### src/pdca_pkg.sv
// shared types, constants and lookup for the drive command arbiter
package pdca_pkg;

	localparam int PRIO_W   = 10;
	localparam int NUM_PRIO = 8;
	localparam int IDX_W    = 3;

	// item kinds
	localparam logic FUNC_DRIVE = 1'b0;
	localparam logic FUNC_TICK  = 1'b1;

	// steering report kinds
	localparam logic [1:0] KIND_ANGLE  = 2'd0;
	localparam logic [1:0] KIND_RADIUS = 2'd1;
	localparam logic [1:0] KIND_BOTH   = 2'd2;

	// register indexes
	localparam logic [IDX_W-1:0] REG_LANE      = 3'd0;
	localparam logic [IDX_W-1:0] REG_COLLISION = 3'd1;
	localparam logic [IDX_W-1:0] REG_PASSING   = 3'd2;
	localparam logic [IDX_W-1:0] REG_TURN      = 3'd3;
	localparam logic [IDX_W-1:0] REG_CROSS     = 3'd4;
	localparam logic [IDX_W-1:0] REG_PARALLEL  = 3'd5;
	localparam logic [IDX_W-1:0] REG_PULL_OUT  = 3'd6;
	localparam logic [IDX_W-1:0] REG_IDLE      = 3'd7;

	// source module numbers
	localparam logic [3:0] SRC_LANE      = 4'd0;
	localparam logic [3:0] SRC_PARALLEL  = 4'd1;
	localparam logic [3:0] SRC_CROSS     = 4'd2;
	localparam logic [3:0] SRC_TURN      = 4'd3;
	localparam logic [3:0] SRC_IDLE      = 4'd4;
	localparam logic [3:0] SRC_PULL_OUT  = 4'd5;
	localparam logic [3:0] SRC_COLLISION = 4'd6;
	localparam logic [3:0] SRC_PASSING   = 4'd7;

	localparam logic [15:0] ANGLE_DEFAULT = 16'h5A00;
	localparam logic [7:0]  INCREMENT_GAP = 8'd2;
	localparam logic [7:0]  TICKS_RESET   = 8'd10;
	localparam logic [7:0]  TICKS_MAX     = 8'd255;
	localparam logic [5:0]  LIGHT_TURN    = 6'b000110;
	localparam logic [5:0]  LIGHT_SAFE    = 6'b011000;

	typedef logic [PRIO_W-1:0] prio_t;
	typedef prio_t prio_arr_t [NUM_PRIO];

	typedef struct packed {
		logic              func;
		logic [3:0]        source_module;
		logic              take_speed;
		logic              take_steering;
		logic signed [15:0] speed_in;
		logic signed [15:0] radius_in;
		logic signed [15:0] angle_in;
		logic [5:0]        lights_in;
		logic              error_in;
		logic              done_in;
		logic [3:0]        reset_req_in;
	} item_t;

	typedef struct packed {
		logic signed [15:0] speed_out;
		logic signed [15:0] steer_value;
		logic [1:0]        steer_kind;
		logic [5:0]        lights_out;
		logic              error_pulse;
		logic              increment_pulse;
		logic              reset_valid;
		logic [3:0]        reset_target;
	} result_t;

	// reset priority of each register
	function automatic prio_t prio_reset(input logic [IDX_W-1:0] idx);
		prio_t v;
		unique case (idx)
			REG_LANE:      v = 10'd1;
			REG_COLLISION: v = 10'd2;
			REG_PASSING:   v = 10'd3;
			REG_TURN:      v = 10'd4;
			REG_CROSS:     v = 10'd10;
			REG_PARALLEL:  v = 10'd11;
			REG_PULL_OUT:  v = 10'd12;
			REG_IDLE:      v = 10'd999;
			default:       v = '0;
		endcase
		return v;
	endfunction

	// priority register that belongs to a source module
	function automatic logic [IDX_W-1:0] module_reg(input logic [3:0] src);
		logic [IDX_W-1:0] r;
		unique case (src)
			SRC_LANE:      r = REG_LANE;
			SRC_PARALLEL:  r = REG_PARALLEL;
			SRC_CROSS:     r = REG_CROSS;
			SRC_TURN:      r = REG_TURN;
			SRC_IDLE:      r = REG_IDLE;
			SRC_PULL_OUT:  r = REG_PULL_OUT;
			SRC_COLLISION: r = REG_COLLISION;
			SRC_PASSING:   r = REG_PASSING;
			default:       r = REG_LANE;
		endcase
		return r;
	endfunction

endpackage

### src/pdca_core.sv
// channel arbitration state and tick result logic
module pdca_core (
	input  logic              clk,
	input  logic              arst_n,
	input  logic              go,
	input  pdca_pkg::item_t   item,
	input  pdca_pkg::prio_arr_t prio,
	output pdca_pkg::result_t res
);
	import pdca_pkg::*;

	logic [15:0] held_speed_q, held_radius_q, held_angle_q;
	logic [5:0]  held_lights_q;
	logic        held_error_q, held_done_q;
	logic [3:0]  held_reset_target_q;
	prio_t       top_general_q, top_speed_q, top_steering_q;
	logic [7:0]  ticks_q;

	logic        known, claim, drive, tick;
	prio_t       p;
	logic        gen_take, gen_rel, spd_take, spd_rel, str_take, str_rel;
	logic        inc_fire;
	logic [15:0] eff_angle, eff_radius, eff_speed;
	logic [5:0]  eff_lights;
	logic [7:0]  ticks_next;

	// source priority; unknown modules never match a holder
	assign known = (item.source_module[3] == 1'b0);
	assign p     = prio[module_reg(item.source_module)];
	assign claim = item.take_speed | item.take_steering;
	assign drive = go && (item.func == FUNC_DRIVE);
	assign tick  = go && (item.func == FUNC_TICK);

	// claim and release decisions per channel
	assign gen_take = drive && known && claim && (p >= top_general_q);
	assign gen_rel  = drive && known && !claim && (p == top_general_q);
	assign spd_take = drive && known && item.take_speed && (p >= top_speed_q);
	assign spd_rel  = drive && known && !item.take_speed && (p == top_speed_q);
	assign str_take = drive && known && item.take_steering && (p >= top_steering_q);
	assign str_rel  = drive && known && !item.take_steering && (p == top_steering_q);

	// safe stop overrides on error
	assign eff_angle  = held_error_q ? ANGLE_DEFAULT : held_angle_q;
	assign eff_radius = held_error_q ? 16'd0 : held_radius_q;
	assign eff_speed  = held_error_q ? 16'd0 : held_speed_q;
	assign eff_lights = held_error_q ? (held_lights_q | LIGHT_SAFE) : held_lights_q;

	// rate limited increment counter
	assign inc_fire   = held_done_q && (ticks_q > INCREMENT_GAP);
	always_comb begin
		if (inc_fire) begin
			ticks_next = 8'd1;
		end else if (ticks_q < TICKS_MAX) begin
			ticks_next = ticks_q + 8'd1;
		end else begin
			ticks_next = ticks_q;
		end
	end

	// result of a tick
	always_comb begin
		res.speed_out       = eff_speed;
		res.lights_out      = eff_lights;
		res.error_pulse     = held_error_q;
		res.increment_pulse = inc_fire;
		res.reset_valid     = (held_reset_target_q != 4'd0);
		res.reset_target    = held_reset_target_q;
		if (eff_radius == 16'd0 && eff_angle != 16'd0) begin
			res.steer_kind  = KIND_ANGLE;
			res.steer_value = eff_angle;
		end else if (eff_angle == 16'd0 && eff_radius != 16'd0) begin
			res.steer_kind  = KIND_RADIUS;
			res.steer_value = eff_radius;
		end else if (eff_angle == 16'd0) begin
			res.steer_kind  = KIND_ANGLE;
			res.steer_value = ANGLE_DEFAULT;
		end else begin
			// both set: no steering and no turn signals
			res.steer_kind  = KIND_BOTH;
			res.steer_value = 16'd0;
			res.lights_out  = eff_lights & ~LIGHT_TURN;
		end
	end

	// held values and holder priorities
	always_ff @(posedge clk or negedge arst_n) begin
		if (!arst_n) begin
			held_speed_q        <= '0;
			held_radius_q       <= '0;
			held_angle_q        <= ANGLE_DEFAULT;
			held_lights_q       <= '0;
			held_error_q        <= 1'b0;
			held_done_q         <= 1'b0;
			held_reset_target_q <= '0;
			top_general_q       <= '0;
			top_speed_q         <= '0;
			top_steering_q      <= '0;
			ticks_q             <= TICKS_RESET;
		end else if (tick) begin
			held_speed_q  <= eff_speed;
			held_radius_q <= eff_radius;
			held_angle_q  <= eff_angle;
			held_lights_q <= eff_lights;
			ticks_q       <= ticks_next;
		end else begin
			if (gen_take) begin
				held_lights_q       <= item.lights_in;
				held_error_q        <= item.error_in;
				held_done_q         <= item.done_in;
				held_reset_target_q <= item.reset_req_in;
				top_general_q       <= p;
			end else if (gen_rel) begin
				top_general_q <= '0;
			end
			if (spd_take) begin
				held_speed_q <= item.speed_in;
				top_speed_q  <= p;
			end else if (spd_rel) begin
				top_speed_q <= '0;
			end
			if (str_take) begin
				held_radius_q  <= item.radius_in;
				held_angle_q   <= item.angle_in;
				top_steering_q <= p;
			end else if (str_rel) begin
				top_steering_q <= '0;
			end
		end
	end

endmodule

### src/pdca_out.sv
// result register towards the output channel
module pdca_out (
	input  logic              clk,
	input  logic              arst_n,
	input  logic              load,
	input  pdca_pkg::result_t res,
	input  logic              out_ready,
	output logic              out_valid,
	output logic              free,
	output pdca_pkg::result_t held
);
	import pdca_pkg::*;

	logic    valid_q;
	result_t res_q;

	// slot can take a new item when empty or being drained
	assign free      = !valid_q || out_ready;
	assign out_valid = valid_q;
	assign held      = res_q;

	// valid flag
	always_ff @(posedge clk or negedge arst_n) begin
		if (!arst_n) begin
			valid_q <= 1'b0;
		end else if (load) begin
			valid_q <= 1'b1;
		end else if (out_ready) begin
			valid_q <= 1'b0;
		end
	end

	// payload
	always_ff @(posedge clk) begin
		if (load) begin
			res_q <= res;
		end
	end

endmodule

### src/priority_drive_command_arbiter.sv
// Drive command arbiter: a tick item is held in the input register, its result in the
// result register. Throughput one item per cycle: input register, one pass of compare
// and select logic, result register; a tick stalls only while the result slot is full
// and not being drained. Reset is asynchronous, active low: priorities return to their
// defaults, channels are released, the held angle is 90 degrees and the increment counter is 10.
module priority_drive_command_arbiter (
	input  logic              clk,
	input  logic              arst_n,
	input  logic              in_valid,
	output logic              in_ready,
	input  logic              func,
	input  logic [3:0]        source_module,
	input  logic              take_speed,
	input  logic              take_steering,
	input  logic signed [15:0] speed_in,
	input  logic signed [15:0] radius_in,
	input  logic signed [15:0] angle_in,
	input  logic [5:0]        lights_in,
	input  logic              error_in,
	input  logic              done_in,
	input  logic [3:0]        reset_req_in,
	output logic              out_valid,
	input  logic              out_ready,
	output logic signed [15:0] speed_out,
	output logic signed [15:0] steer_value,
	output logic [1:0]        steer_kind,
	output logic [5:0]        lights_out,
	output logic              error_pulse,
	output logic              increment_pulse,
	output logic              reset_valid,
	output logic [3:0]        reset_target,
	input  logic              cfg_we,
	input  logic [pdca_pkg::IDX_W-1:0]  cfg_index,
	input  logic [pdca_pkg::PRIO_W-1:0] cfg_data
);
	import pdca_pkg::*;

	prio_arr_t prio_q;
	item_t     item_s1;
	logic      valid_s1;
	logic      adv, go, free;
	result_t   res, held;

	// priority registers
	always_ff @(posedge clk or negedge arst_n) begin
		if (!arst_n) begin
			for (int i = 0; i < NUM_PRIO; i++) begin
				prio_q[i] <= prio_reset(IDX_W'(i));
			end
		end else if (cfg_we) begin
			prio_q[cfg_index] <= cfg_data;
		end
	end

	// input stage moves on unless a tick waits for a full result slot
	assign adv      = !valid_s1 || (item_s1.func == FUNC_DRIVE) || free;
	assign go       = valid_s1 && adv;
	assign in_ready = adv;

	always_ff @(posedge clk or negedge arst_n) begin
		if (!arst_n) begin
			valid_s1 <= 1'b0;
		end else if (adv) begin
			valid_s1 <= in_valid;
		end
	end

	always_ff @(posedge clk) begin
		if (adv && in_valid) begin
			item_s1.func          <= func;
			item_s1.source_module <= source_module;
			item_s1.take_speed    <= take_speed;
			item_s1.take_steering <= take_steering;
			item_s1.speed_in      <= speed_in;
			item_s1.radius_in     <= radius_in;
			item_s1.angle_in      <= angle_in;
			item_s1.lights_in     <= lights_in;
			item_s1.error_in      <= error_in;
			item_s1.done_in       <= done_in;
			item_s1.reset_req_in  <= reset_req_in;
		end
	end

	// arbitration state and tick evaluation
	pdca_core u_core (
		.clk    (clk),
		.arst_n (arst_n),
		.go     (go),
		.item   (item_s1),
		.prio   (prio_q),
		.res    (res)
	);

	// result register
	pdca_out u_out (
		.clk       (clk),
		.arst_n    (arst_n),
		.load      (go && (item_s1.func == FUNC_TICK)),
		.res       (res),
		.out_ready (out_ready),
		.out_valid (out_valid),
		.free      (free),
		.held      (held)
	);

	assign speed_out       = held.speed_out;
	assign steer_value     = held.steer_value;
	assign steer_kind      = held.steer_kind;
	assign lights_out      = held.lights_out;
	assign error_pulse     = held.error_pulse;
	assign increment_pulse = held.increment_pulse;
	assign reset_valid     = held.reset_valid;
	assign reset_target    = held.reset_target;

endmodule

### config.mk
export PLATFORM = sky130hd
export DESIGN_NAME = priority_drive_command_arbiter
export DESIGN_NICKNAME = d
export VERILOG_FILES = /design/src/pdca_pkg.sv /design/src/pdca_core.sv /design/src/pdca_out.sv /design/src/priority_drive_command_arbiter.sv
export SDC_FILE = /design/constraint.sdc
export NUM_CORES = 1
export LEC_CHECK = 0
export BUFFER_PORTS_ARGS = -buffer_cell sky130_fd_sc_hd__buf_2
export CORE_UTILIZATION = 54
export CTS_BUF_LIST = sky130_fd_sc_hd__clkbuf_2
export DETAILED_ROUTE_END_ITERATION = 8
export GPL_TIMING_DRIVEN = 1
export PLACE_DENSITY = 0.86
export SYNTH_ARGS = -nofsm -noshare
export SYNTH_HDL_FRONTEND = slang
export SYNTH_SLANG_ARGS = --single-unit
### constraint.sdc
create_clock -name clk -period 8.6 [get_ports clk]
set_clock_uncertainty 0.05 [all_clocks]
set_input_delay 0.86 -clock clk [delete_from_list [all_inputs] [get_ports clk]]
set_output_delay 0.86 -clock clk [all_outputs]
set_load 0.005 [all_outputs]
==> flow_metrics.py <==
metrics = {
    "outcome": {
        "result_of_the_run": "complete, no violations",
    },
    "logic_synthesis": {
        "syn-instance-count": 992,
        "netlist_top_cells_count": "154 x dfrtp_1, 114 x edfxtp_1, 95 x nor2_1",
        "mappedNetlistNets": 1111,
        "post_synth_main_area_contributors": "dfrtp_1 30%, edfxtp_1 27%, mux2_2 7.9%, dfstp_2 5.3%, mux2i_1 4.1%",
        "postSynthRegisterBits": 297,
        "synth-async-reset-ratio_pct": 60.6,
        "yosys.cell_count.top_type": "dfrtp_1",
        "cell_type_with_the_highest_aggregate_area_in_the_netlist": "dfrtp_1",
        "synth_area_um2": 12800,
        "syn-mean-instance-area_um2": 12.9,
        "ys_dominant_reg_cell": "dfrtp_1",
        "yosys.area.top_type_share_pct": 30.1,
        "synth_seq_area_share_pct": 62.5,
        "synth_cell_type_count": 52,
        "synth-edff-count": 114,
        "yosys_warnings": 0,
    },
    "clocking": {
        "bufs_on_longest_clock_path": 3,
        "clock_latency_ns": 0.86,
        "post_cts_hold_buffer_count": 0,
        "clock_tree.root_cell": "clkbuf_2",
        "tritoncts": "yes",
        "cts_max_level": 3,
        "numCtsBuffers": 75,
        "cts_setup_buffers": 0,
        "cts.sink_count": 297,
        "cts_repair_resize_count": 0,
        "cts.clk_slew.worst_paths_ns": 0.10,
    },
    "routing": {
        "postRouteAntennaNets": 0,
        "drc": 0,
        "drt_wl_total_mm": 26.5,
        "route.detailed.vias_per_inst": 5.43,
        "wire_per_inst_um": 17.1,
        "vias": 8424,
        "first_iter_violations": 522,
        "detail_route.first_pass.iterations": 5,
    },
    "floorplanning": {
        "placementRows": 56,
        "initial_core_util_pct": 54.8,
        "ioPinCount": 134,
        "fp.dieArea_um2": 24400,
        "die_span_x_um": 156,
        "fp.dieH_um": 156,
        "core_area_um2": 23400,
    },
    "sta": {
        "clock.fmax_ghz": 0.232,
        "finalSetupTns_ns": 0,
        "period_minus_slack_ns": 4.31,
        "setup_viol": 0,
        "max-slew-margin-rel_pct": 29.1,
        "rsz0062_at_grt": "false",
        "timing_hold_violations_final": 0,
        "tightest_slew_ns": 1.06,
        "final-max-slew-violation-count": 0,
        "layout_worst_path_cycle_share_pct": 50.1,
        "timing.final.ws_setup_ns": 4.29,
    },
    "placed_design": {
        "place.detailed.instances": 1412,
        "worst_setup_slack_after_placement_ns": 4.33,
        "io_buffers": 133,
        "detailed_place_hpwl_mm": 17.9,
        "placed_cell_area_um2": 13800,
        "globalplace.congestion": 0.846,
    },
    "critical_path": {
        "worst_ep_arrival_time_ns": 4.94,
        "crit_type": "reg -> reg",
        "cpMostUsedCell": "a211oi_1",
        "worstSetupStartpointType": "flop",
        "critical-path-top-delay-family": "compound AO/OA/AOI/OAI gates",
        "critical_path_buf_inv_count": 3,
        "critical_path.cell_chain": "nor2b_2 > buf_4 > nor2b_1 > a211oi_1 > a211o_1 > inv_1 > ha_1 > a211oi_1 > nor2_1 > a211oi_1 > a21o_2 > buf_4 > mux2i_1 > nor2_1",
        "critPathSlowestCell": "dfxtp_1",
        "critical_path.max_stage_delay_ns": 0.76,
        "timing.critical_path.required_ns": 9.23,
        "critical_path.endpoint_type": "flop",
        "critical_path_peak_fanout": 60,
    },
    "global_routing": {
        "total_routing_usage_gr_pct": 22.2,
        "grt_antenna_before_repair": 3,
        "first_pass_grt_wire_length_mm": 41.9,
        "globalRoute.totalOverflow": 0,
        "pin_count_of_the_biggest_net_entering_global_routing": 113,
        "first_global_vias": 8494,
    },
    "worst_hold_path": {
        "timing.hold.worst.class": "in -> async",
    },
    "flow_run": {
        "max_cap_viol_count": 0,
    },
    "cells_and_area": {
        "syn_to_final_growth_pct": 13.2,
        "post_layout_nonfiller_instances": 1550,
        "fin_nets": 1289,
        "final_cell_area_um2": 14500,
        "layout-drive-gt1-share_pct": 33.4,
    },
    "power": {
        "leakage_power_uw": 0.00662,
        "worst_ir_drop_vdd_mv": 0.160,
        "power_density_nw_per_um2": 282,
    },
}
registers in the layout, summed over array words and instances, names as in the netlist, 10 cells and up, named ones only:
| register | flops |
|---|---|
| prio_q | 80 |
| item_s1 | 67 |
| u_out.held | 47 |
| u_core.held_angle_q | 16 |
| u_core.held_radius_q | 16 |
| u_core.held_speed_q | 16 |
| u_core.top_general_q | 10 |
| u_core.top_speed_q | 10 |
| u_core.top_steering_q | 10 |
cells in the final DEF (no fill, tap or decap), types with 11 or more instances in the layout:
cell type / n
a211o_1: 11
a211oi_1: 19
a21oi_1: 38
buf_2: 132
clkbuf_2: 113
clkinv_1: 13
dfrtp_1: 154
dfstp_2: 26
edfxtp_1: 114
ha_1: 34
inv_1: 69
mux2_2: 90
mux2i_1: 52
nand2_1: 46
nand3_1: 28
nand4_1: 12
nor2_1: 95
nor2b_1: 36
o21ai_0: 36
final cells by class:
class                   count  area (um2)
fillers                  1821        8880
flip-flops and latches    297        8020
multi-input cells         583        4400
repair buffers            142         739
clock buffers             113         566
well taps                 319         399
inverters                  71         267
clock inverters            22         125
diodes                      3        7.51
through the flow:
step / hold slack, ns / power, uW / utilization, %
3_3_place_gp: 0.377 / 3100 / 59.1
2_1_floorplan: 0.371 / 2840 / -
3_5_place_dp: 0.391 / 3180 / 59.1
6_report: 0.0655 / 4100 / 62.0
5_1_grt: 0.0260 / 4370 / 62.0
4_1_cts: 0.0451 / 4120 / 62.0
layer usage:
layer | share of wire [%] | routed length (um) | GRT usage (%)
met4 | 2.1 | 564 | 9.76
met3 | 6.1 | 1620 | 5.06
met2 | 49 | 12900 | 35.4
met1 | 43 | 11400 | 29.1
met5 | 0 | 0 | 0
path summary, 6_finish.rpt:
kind / endpoint / slack (ns) / cells past startpoint
setup / recovery: u_core.held_radius_q[9] / 4.29 / 14
max in group asynchronous: u_core.top_speed_q[4] / 6.85 / 2
hold / removal: prio_q[54] / 0.07 / 1
min in group clk: item_s1[65] / 0.13 / 1
hold reg to reg: u_out.held[7] / 0.42 / 0
setup reg to reg: u_core.held_radius_q[9] / 4.29 / 14
cells by family (layout without fill, tap and decap cells):
logic type | after synthesis | in the layout | share of synthesized area, %
AO/OA/AOI/OAI | 128 | 128 | 6.40
XOR/XNOR | 9 | 9 | 0.615
adder cells (fa/ha/maj) | 34 | 34 | 3.32
buffers and inverters | 112 | 348 | 3.38
flip-flops | 297 | 297 | 62.5
multiplexers | 152 | 152 | 13.7
other | 0 | 3 | 0
AND/OR/NAND/NOR | 260 | 260 | 10.0
report_power, final:
part           internal, uW  total [uW]  switching (uW)
combinational           482        1060             581
sequential             1880        2100             227
clock                   382         935             552
Power figures use the tool's default switching activity.
